<file path="src/rtl/atep_pkg.sv">
`default_nettype none
// ----------------------------------------------------------------------------
// atep_pkg
// Shared types and character constants for the adjacency text edge parser.
// ----------------------------------------------------------------------------
package atep_pkg;

   localparam int unsigned WORD_W = 64;

   localparam logic [1:0] MODE_BLANK  = 2'd0;
   localparam logic [1:0] MODE_SIGN   = 2'd1;
   localparam logic [1:0] MODE_DIGITS = 2'd2;

   localparam logic [7:0] CHAR_LF      = 8'd10;
   localparam logic [7:0] CHAR_TAB     = 8'd9;
   localparam logic [7:0] CHAR_SPACE   = 8'd32;
   localparam logic [7:0] CHAR_PERCENT = 8'd37;
   localparam logic [7:0] CHAR_PLUS    = 8'd43;
   localparam logic [7:0] CHAR_MINUS   = 8'd45;
   localparam logic [7:0] CHAR_ZERO    = 8'd48;
   localparam logic [7:0] CHAR_NINE    = 8'd57;

   localparam logic [WORD_W-1:0] CUT_VALUE = 64'd1844674407370955161;
   localparam logic [3:0]        CUT_DIGIT = 4'd5;

   typedef struct packed {
      logic [WORD_W-1:0] line_number;
      logic [WORD_W-1:0] accumulator;
      logic [1:0]        token_mode;
      logic              negative_sign;
      logic              overflowed;
      logic              at_line_start;
      logic              in_comment;
   } parse_state_type;

   localparam parse_state_type STATE_RESET = '{
      line_number:   '0,
      accumulator:   '0,
      token_mode:    MODE_BLANK,
      negative_sign: 1'b0,
      overflowed:    1'b0,
      at_line_start: 1'b1,
      in_comment:    1'b0
   };

endpackage
`default_nettype wire

</file>
<file path="src/rtl/adjacency_text_edge_parser_core.sv">
// Path: an accepted request passes the input register, then the result
//    register, before its edge, if any, shows on rsp_valid.
// Throughput: one text byte per cycle; a held edge stalls the input stage
//    until rsp_ready.
// Reset: synchronous; clears the line counter, token state and both valid
//    flags.
`default_nettype none
// ----------------------------------------------------------------------------
// adjacency_text_edge_parser_core
// Streams adjacency-list text bytes and emits (source, target) edges.
// ----------------------------------------------------------------------------
module adjacency_text_edge_parser_core (
   input  wire logic        clock,
   input  wire logic        reset,
   input  wire logic        req_valid,
   output logic             req_ready,
   input  wire logic [7:0]  req_text_byte,
   input  wire logic        req_end_of_text,
   output logic             rsp_valid,
   input  wire logic        rsp_ready,
   output logic [63:0]      rsp_edge_source,
   output logic [63:0]      rsp_edge_target
);
   import atep_pkg::*;

   logic            in_vld_ff;
   logic            in_vld_in;
   logic [7:0]      in_byte_ff;
   logic            in_last_ff;
   parse_state_type state_ff;
   parse_state_type state_in;
   logic            rsp_vld_ff;
   logic            rsp_vld_in;
   logic [63:0]     src_ff;
   logic [63:0]     tgt_ff;
   logic            adv;
   logic            emit;
   logic [63:0]     src;
   logic [63:0]     tgt;

   atep_step u_step (
      .cur_state   (state_ff),
      .text_byte   (in_byte_ff),
      .end_of_text (in_last_ff),
      .nxt_state   (state_in),
      .edge_emit   (emit),
      .edge_source (src),
      .edge_target (tgt)
   );

   assign adv        = in_vld_ff && (!rsp_vld_ff || rsp_ready);
   assign req_ready  = !in_vld_ff || adv;
   assign in_vld_in  = (req_valid && req_ready) || (in_vld_ff && !adv);
   assign rsp_vld_in = adv ? emit : (rsp_vld_ff && !rsp_ready);

   always_ff @(posedge clock) begin
      if (reset) begin
         in_vld_ff  <= 1'b0;
         rsp_vld_ff <= 1'b0;
         state_ff   <= STATE_RESET;
      end else begin
         in_vld_ff  <= in_vld_in;
         rsp_vld_ff <= rsp_vld_in;
         if (adv) begin
            state_ff <= state_in;
         end
      end
   end

   always_ff @(posedge clock) begin
      if (req_valid && req_ready) begin
         in_byte_ff <= req_text_byte;
         in_last_ff <= req_end_of_text;
      end
      if (adv && emit) begin
         src_ff <= src;
         tgt_ff <= tgt;
      end
   end

   assign rsp_valid       = rsp_vld_ff;
   assign rsp_edge_source = src_ff;
   assign rsp_edge_target = tgt_ff;

`ifndef SYNTHESIS
   a_edge_order: assert property (@(posedge clock) disable iff (reset)
      rsp_vld_ff |-> (src_ff <= tgt_ff))
      else $error("edge target below source");

   a_line_hold: assert property (@(posedge clock) disable iff (reset)
      (adv && (in_byte_ff != CHAR_LF) && !in_last_ff) |=>
         (state_ff.line_number == $past(state_ff.line_number)))
      else $error("line counter moved mid-line");

   a_line_step: assert property (@(posedge clock) disable iff (reset)
      (adv && ((in_byte_ff == CHAR_LF) || in_last_ff)) |=>
         ((state_ff.line_number == $past(state_ff.line_number) + 64'd1) &&
          state_ff.at_line_start && (state_ff.token_mode == MODE_BLANK)))
      else $error("line close did not advance");

   a_drain_ready: assert property (@(posedge clock) disable iff (reset)
      !in_vld_ff |-> req_ready)
      else $error("empty input stage not ready");

   a_no_emit_comment: assert property (@(posedge clock) disable iff (reset)
      (adv && state_ff.in_comment) |-> !emit)
      else $error("edge from comment line");
`endif

endmodule
`default_nettype wire

</file>
<file path="src/rtl/atep_step.sv">
`default_nettype none
// ----------------------------------------------------------------------------
// atep_step
// Next-state and edge logic for one text byte of the adjacency parser.
// ----------------------------------------------------------------------------
module atep_step (
   input  atep_pkg::parse_state_type cur_state,
   input  logic [7:0]                text_byte,
   input  logic                      end_of_text,
   output atep_pkg::parse_state_type nxt_state,
   output logic                      edge_emit,
   output logic [63:0]               edge_source,
   output logic [63:0]               edge_target
);
   import atep_pkg::*;

   parse_state_type mid;
   logic            fin_a;
   logic            fin_b;
   logic            comment;
   logic            digit;
   logic [3:0]      d;
   logic [WORD_W-1:0] fin_acc;
   logic            fin_neg;
   logic            fin_ovf;
   logic [WORD_W-1:0] target;
   logic            nonzero;

   assign digit = (text_byte >= CHAR_ZERO) && (text_byte <= CHAR_NINE);
   assign d     = digit ? 4'(text_byte - CHAR_ZERO) : 4'd0;

   // byte phase
   always_comb begin
      mid     = cur_state;
      fin_a   = 1'b0;
      comment = cur_state.in_comment;
      if (text_byte == CHAR_LF) begin
         fin_a = !cur_state.in_comment && (cur_state.token_mode != MODE_BLANK);
      end else begin
         if (cur_state.at_line_start) begin
            mid.at_line_start = 1'b0;
            if (text_byte == CHAR_PERCENT) begin
               comment = 1'b1;
            end
         end
         mid.in_comment = comment;
         if (!comment) begin
            case (cur_state.token_mode)
               MODE_DIGITS: begin
                  if (digit) begin
                     if (cur_state.overflowed || (cur_state.accumulator > CUT_VALUE) ||
                         ((cur_state.accumulator == CUT_VALUE) && (d > CUT_DIGIT))) begin
                        mid.overflowed = 1'b1;
                     end else begin
                        mid.accumulator = (cur_state.accumulator << 3) +
                                          (cur_state.accumulator << 1) +
                                          WORD_W'(d);
                     end
                  end else begin
                     fin_a = 1'b1;
                  end
               end
               MODE_SIGN: begin
                  if (digit) begin
                     mid.accumulator = WORD_W'(d);
                     mid.token_mode  = MODE_DIGITS;
                  end else begin
                     fin_a = 1'b1;
                  end
               end
               default: begin
                  if ((text_byte == CHAR_SPACE) || (text_byte == CHAR_TAB)) begin
                     mid.token_mode = MODE_BLANK;
                  end else if (text_byte == CHAR_MINUS) begin
                     mid.negative_sign = 1'b1;
                     mid.token_mode    = MODE_SIGN;
                  end else if (text_byte == CHAR_PLUS) begin
                     mid.token_mode = MODE_SIGN;
                  end else if (digit) begin
                     mid.accumulator = WORD_W'(d);
                     mid.token_mode  = MODE_DIGITS;
                  end else begin
                     fin_a = 1'b1;
                  end
               end
            endcase
         end
      end
   end

   // close a pending token at end of text
   assign fin_b = (text_byte != CHAR_LF) && end_of_text && !fin_a &&
                  !mid.in_comment && (mid.token_mode != MODE_BLANK);

   assign fin_acc = fin_a ? cur_state.accumulator   : mid.accumulator;
   assign fin_neg = fin_a ? cur_state.negative_sign : mid.negative_sign;
   assign fin_ovf = fin_a ? cur_state.overflowed    : mid.overflowed;

   // value minus one; -acc - 1 is ~acc
   always_comb begin
      if (fin_ovf) begin
         target  = {{(WORD_W-1){1'b1}}, 1'b0};
         nonzero = 1'b1;
      end else if (fin_neg) begin
         target  = ~fin_acc;
         nonzero = (fin_acc != '0);
      end else begin
         target  = fin_acc - WORD_W'(1);
         nonzero = (fin_acc != '0);
      end
   end

   assign edge_emit   = (fin_a || fin_b) && nonzero && (cur_state.line_number <= target);
   assign edge_source = cur_state.line_number;
   assign edge_target = target;

   // commit phase
   always_comb begin
      nxt_state = mid;
      if (fin_a || fin_b) begin
         nxt_state.accumulator   = '0;
         nxt_state.token_mode    = MODE_BLANK;
         nxt_state.negative_sign = 1'b0;
         nxt_state.overflowed    = 1'b0;
      end
      if ((text_byte == CHAR_LF) || end_of_text) begin
         nxt_state.accumulator   = '0;
         nxt_state.token_mode    = MODE_BLANK;
         nxt_state.negative_sign = 1'b0;
         nxt_state.overflowed    = 1'b0;
         nxt_state.line_number   = cur_state.line_number + WORD_W'(1);
         nxt_state.at_line_start = 1'b1;
         nxt_state.in_comment    = 1'b0;
      end
   end

endmodule
`default_nettype wire

</file>
<file path="config.mk">
export PLATFORM = sky130hd
export DESIGN_NAME = adjacency_text_edge_parser_core
export DESIGN_NICKNAME = d
export VERILOG_FILES = /design/src/rtl/atep_pkg.sv /design/src/rtl/adjacency_text_edge_parser_core.sv /design/src/rtl/atep_step.sv
export SDC_FILE = /design/constraint.sdc
export NUM_CORES = 1
export LEC_CHECK = 0
export ABC_CLOCK_PERIOD_IN_PS = 18300
export BUFFER_PORTS_ARGS = -buffer_cell sky130_fd_sc_hd__buf_2
export CELL_PAD_IN_SITES_DETAIL_PLACEMENT = 1
export CELL_PAD_IN_SITES_GLOBAL_PLACEMENT = 1
export CORE_MARGIN = 2
export CORE_UTILIZATION = 35
export CTS_BUF_LIST = sky130_fd_sc_hd__clkbuf_4 sky130_fd_sc_hd__clkbuf_8
export CTS_CLUSTER_DIAMETER = 50
export DETAILED_ROUTE_END_ITERATION = 10
export PLACE_DENSITY_LB_ADDON = 0.08
export SETUP_SLACK_MARGIN = 0.05
export SLEW_MARGIN = 10
export SYNTH_ARGS = -nofsm -noshare
export SYNTH_HDL_FRONTEND = slang
export SYNTH_SLANG_ARGS = --single-unit
</file>
<file path="constraint.sdc">
create_clock -name clock -period 18.3 [get_ports clock]
set_clock_uncertainty 0.15 [all_clocks]
set_input_delay 0.915 -clock clock [delete_from_list [all_inputs] [get_ports clock]]
set_output_delay 0.915 -clock clock [all_outputs]
set_load 0.03 [all_outputs]
</file>
; Yosys cells after proc, flatten, opt, wreduce, memory -nomap -nowiden
; Index checks and enable logic that the tools add are counted.
[totals]
mem_bits_rw = 0
word_cells = 109
romBits = 0
output_inout_bits = 130
regBits = 273
latchBits = 0
memories = 0
[op_classes]
magnitude_cmp = 5
n_bitwise = 1
multipliers = 0
add_sub_neg = 5
mux = 39
div = 0
shifts = 0
eq_ne = 11
reduce_logical = 35
[op_table]
columns = operator, n
row1 = $mux W64, 8
row2 = $mux W70, 2
row3 = $mux W68, 2
row4 = $pmux W64 S2, 1
row5 = $mux W66, 1
row6 = $add A64 B1 Y64 const B, 1
row7 = $add A64 B4 Y64, 1
row8 = $add A64 B64 Y64, 1
row9 = $eq A64 B61 Y1 const B, 1
row10 = $gt A64 B61 Y1 const B, 1
row11 = $le A64 B64 Y1, 1
row12 = $not A64 Y64, 1
row13 = $reduce_bool A64 Y1, 1
row14 = $sub A64 B1 Y64 const B, 1
row15 = $eq A8 B6 Y1 const B, 4
row16 = $mux W1, 20
row17 = $eq A8 B4 Y1 const B, 2
row18 = $logic_and A1 B1 Y1, 14
row19 = $ge A8 B6 Y1 const B, 1
row20 = $le A8 B6 Y1 const B, 1
row21 = $logic_or A1 B1 Y1, 8
row22 = $ne A8 B4 Y1 const B, 1
row23 = $logic_not A1 Y1, 7
row24 = $mux W2, 3
row25 = 10 further kinds, 12

; Longest topological paths before layout
[depth]
word_depth = 18
ltp_mapped = 36
depth_no_buf = 34

; Hierarchy
; From an unflattened synthesis, not the netlist that was laid out.
[unflattened]
hier_cells = 2822
area_unflattened_um2 = 23655.2
[modules_own_cells]
columns = module, area_each_um2, n_inst, cells_per_inst, seq_area_each_um2
row1 = atep_step, 13469.2, 1, 2092, 0.0
row2 = adjacency_text_edge_parser_core, 10186.0, 1, 730, 6836.6

; Worst setup path after synthesis
; No wires, ideal clock.
[synth_timing]
kind = register to register
start = register in_byte_ff[5]
end = register src_ff[0] (netlist: rsp_edge_source[0]), enable pin
t_required_ns = 17.667
arrival_time_ns = 9.833
path_stages_with_launch = 36
setup_ns = 0.483
n_path_buf = 2
period_less_slack_ns = 10.466
setup_slack_ns = 7.834
path_cell_list = edfxtp_1 > clkbuf_1 > nand4bb_1 > nor2_1 > and2_1 > ha_1 > ha_1 > inv_1 > fa_1 > nand2b_1 > a21oi_1 > o21ai_0 > a211oi_1 > o31a_1 > o41ai_1 > o21ai_1 > or4b_4 > or4_4 > nor4_4 > buf_2 > a21oi_1 > xor2_1 > and2_1 > ha_1 > a21o_1 > a21o_1 > a21o_1 > a21o_1 > a21o_1 > a21o_1 > a21oi_1 > o31a_1 > nor4_1 > o21ai_0 > a21o_1 > o211a_1
[synth_between]
elab_chain_len = 18
[synth_rtl]
columns = item, line
row1 = "start, declared", adjacency_text_edge_parser_core.sv:28  ; logic [7:0] in_byte_ff;
row2 = "start signal, assigned", adjacency_text_edge_parser_core.sv:72  ; in_byte_ff <= req_text_byte;
row3 = "parallel branches: the longest is 16 deep, another holds $add A64 B4 Y64", --
row4 = $logic_and A1 B1 Y1 (*), atep_step.sv:113  ; assign edge_emit = (fin_a || fin_b) && nonzero && (cur_state.line_number <= target);
row5 = $logic_and A1 B1 Y1 (*), adjacency_text_edge_parser_core.sv:75  ; if (adv && emit) begin
row6 = "end signal, assigned", adjacency_text_edge_parser_core.sv:76  ; src_ff <= src;
row7 = "end, declared", adjacency_text_edge_parser_core.sv:34  ; logic [63:0] src_ff;
; Every way passes the cells marked *. The select of a mux whose other input is x is not followed.
; A chain may end at the register's enable or synchronous reset.

; Worst setup path in the final report
[layout_timing]
start = register in_byte_ff[2]
end = register src_ff[15] (netlist: rsp_edge_source[15]), enable pin
; The elaborated chain is that of the path after synthesis.

==> impl_metrics.csv <==
group,metric,value,unit
synthesis,syn-cell-area,0.0203,mm^2
cells_and_area,layout-area-overhead-vs-synth,12.0,%
critical_path,worst_path_largest_cell_delay,0.85,ns
grt,grt_usage,24.4,%
hold_path,hold_path.class,"in2reg",
critical_path,endpoint_kind,"register",
cells_and_area,nets,2689,
route,routed_wl,74.2,mm
critical_path,endpoint,"rsp_edge_source[15]$_DFFE_PP_",
timing,slew_violations,0,
grt,grt_pass1_vias,19052,
critical_path,path_common_cell,"a21o_1",
critical_path,cp_slowest_cell,"buf_4",
synthesis,synthTopCellsByCount,"nor2_1, nand2_1, ha_1, a21oi_1, edfxtp_1",
cts,cts_root_buf,"clkbuf_8",
grt,antenna_found_initial,1,
synthesis,ys_ff_latch,273,
synthesis,synth_top_area_share,20.2,%
grt,overflow,0,
synthesis,synth_area_leaders,"edfxtp_1, dfxtp_1, ha_1",
grt,grt_max_degree,108,
power_and_ir_drop,power_switching_share,24.0,%
power_and_ir_drop,seq_power_share,49.3,%
critical_path,r2r-start,"in_byte_ff[2]$_DFFE_PP_",
critical_path,critPathMaxFanout,80,
cells_and_area,drive_gt1_share,11.1,%
route,drc_errors,0,
cts,cts_resized,0,
power_and_ir_drop,ir_drop,0.0529,mV
cts,cts_buffers,47,
cts,cts_sinks,273,
place,finalWeightedCongestion,0.925,
timing,finalHoldViolations,0,
synthesis,syn_area_per_cell,8.51,um^2
route,via_per_inst,5.76,
synthesis,synth_edf_count,137,
power_and_ir_drop,netSwitchingPower,0.315,mW
place,port_buffers,142,
critical_path,cp_data_arrival_time,10.93,ns
cts,htree_levels,2,
place,dpl.hpwl,58.8,mm
critical_path,setup.worst_path.start,"in_byte_ff[2]$_DFFE_PP_",
synthesis,synth_fp_nets,2596,
die,io_pins,143,
cts,clkSlewWorstSetupHoldPaths,0.06,ns
cts,insertion_delay,0.64,ns
die,die_h,245,um
synthesis,synth_seq_area_share,33.6,%
critical_path,crit_cells,30,
critical_path,r2r_slack,7.44,ns
power_and_ir_drop,intPower,0.999,mW
power_and_ir_drop,pwr-share-comb,4.1,%
critical_path,worstPathRequired,18.38,ns
route,first_pass_iters,5,
critical_path,cp-start-kind,"register",
cts,cts_hold_buf,0,
critical_path,path_buf_inv,1,
power_and_ir_drop,clockPowerShare,46.6,%
synthesis,yosysUniqueCellTypes,91,
synthesis,synth-async-reset-ratio,0,%
timing,finalWorstPathRequiredPeriod,10.86,ns
timing,setup_tns,0,ns
cts,clock_path_buffers,3,
cts,cts_setup_buffers,0,
timing,fmax,92.1,MHz
synthesis,synth_flop_cell,"edfxtp_1",
synthesis,yosys_warnings,0,
power_and_ir_drop,p_per_area,57.7,mW/mm^2
critical_path,reg2reg_to,"rsp_edge_source[15]$_DFFE_PP_",
timing,max_slew_margin,20.6,%
timing,setup_viol,0,
job,drv_cap,0,
die,dieArea,0.0600,mm^2
outcome,outcome,"finished, final reports clean",
route,wire_per_inst,22.6,um
synthesis,synth.most_common_cell,"nor2_1",
synthesis,yosys.area.top_type,"edfxtp_1",
cts,cts_tree,"done",
route,drt_iter0_drc,1341,
timing,layout_setup_ws,7.44,ns
die,row_count,88,
die,core-area,0.0576,mm^2
grt,grt_pass1_wl,114,mm
die,die_width,245,um
critical_path,crit_family,"compound AO/OA/AOI/OAI gates",
place,placed_cells_incl_taps,3199,
route,vias,18944,
critical_path,worstRegToRegCells,30,
timing,period_share,59.3,%
place,place_ws,7.43,ns
cells_and_area,fin_cells,3287,
timing,tightest_slew,1.19,ns
timing,rsz0062_at_grt,"no",
synthesis,netlist_instances,2390,
route,ant_nets,0,
power_and_ir_drop,power.leakage,8.92,nW
die,start_util,35.3,%
critical_path,crit_type,"reg2reg",
layout by cell type (no fill, tap or decap), drive strengths merged, types with 11 or more instances in the layout:
master  count
a211oi     14
a21o       43
a21oi     180
a22o       24
a22oi      74
a31oi      31
a32oi      11
and2       74
and3       15
buf       159
clkbuf     60
clkinv     20
dfxtp     136
edfxtp    137
ha        191
inv        59
nand2     245
nand2b     20
nand3      53
nand4      75
nor2      259
nor2b      15
nor3       54
nor4       23
o211ai     20
o21a       19
o21ai     129
o31ai      17
or3        29
xnor2      82
xor2       75
cell type report:
class | instances | area (um^2)
sequential | 273 | 6840
antenna | 1 | 2.50
fill | 6860 | 34800
tap | 765 | 957
clock buffer | 60 | 782
timing repair buffer | 159 | 841
inverter | 58 | 218
multi-input combinational | 1944 | 12900
clock inverter | 27 | 251
stage by stage:
step	total power [mW]	utilization (%)	cell area, um^2	hold slack, ns
floorplan	0.696	-	20300	0.296
global placement	0.713	37.7	21700	0.347
global route	1.36	39.5	22800	0.263
finish	1.31	39.5	22800	0.302
CTS	1.33	39.5	22800	0.245
detailed placement	0.714	37.7	21700	0.367
kinds of logic (layout without fill, tap and decap cells):
| logic type | count (synthesis) | after routing | share of synthesized area (%) |
|---|---|---|---|
| other cells | 0 | 1 | 0 |
| buf+inv | 173 | 304 | 3.31 |
| mux | 10 | 10 | 0.505 |
| fa+ha+maj | 193 | 193 | 12.0 |
| flops | 273 | 273 | 33.6 |
| simple gates | 915 | 915 | 22.1 |
| compound gates | 669 | 669 | 21.7 |
| xor+xnor | 157 | 157 | 6.76 |
worst min-delay path by stage:
stage | startpoint | endpoint | cells after the start
2_1_floorplan | state_ff[133]$_SDFFE_PP0P_ | rsp_edge_source[63]$_DFFE_PP_ | 0
3_3_place_gp | state_ff[67]$_SDFFE_PP0P_ | state_ff[67]$_SDFFE_PP0P_ | 2
3_5_place_dp | state_ff[67]$_SDFFE_PP0P_ | state_ff[67]$_SDFFE_PP0P_ | 2
4_1_cts | req_text_byte[6] | in_byte_ff[6]$_DFFE_PP_ | 1
5_1_grt | req_text_byte[7] | in_byte_ff[7]$_DFFE_PP_ | 1
6_report | req_text_byte[6] | in_byte_ff[6]$_DFFE_PP_ | 1
flip-flops by register name, summed over array words and instances, names as in the netlist:
| signal | cells |
|---|---|
| in_byte_ff | 8 |
| in_last_ff | 1 |
| in_vld_ff | 1 |
| rsp_edge_source | 64 |
| rsp_edge_target | 64 |
| rsp_valid | 1 |
| state_ff | 134 |
worst reg2reg max path: cells and delay by family (launching register included):
kind / cells / cell delay [ns]
xor gates and xnor gates: 2 / 0.50
AOI/OAI and AO/OA: 17 / 4.40
DFF: 1 / 0.59
and+or+nand+nor: 7 / 2.88
adders and majority gates: 3 / 0.98
buffers and inverters: 1 / 0.88
power groups by stage:
stage          combinational, mW  clock, mW  sequential [mW]
6_report                  0.0539      0.613            0.647
5_1_grt                   0.0586      0.657            0.648
4_1_cts                   0.0543      0.630            0.647
3_5_place_dp              0.0541          0            0.660
3_3_place_gp              0.0533          0            0.660
2_1_floorplan             0.0350          0            0.661
metal layers:
metal  vias up  share of wire (%)  GRT usage, %
li1       9073                  -             -
met1      9344                 49          35.7
met2       425                 43          37.4
met3       102                4.7          3.00
met4         0                2.9          7.37
met5         -                  0             0
Power figures use the tool's default switching activity.
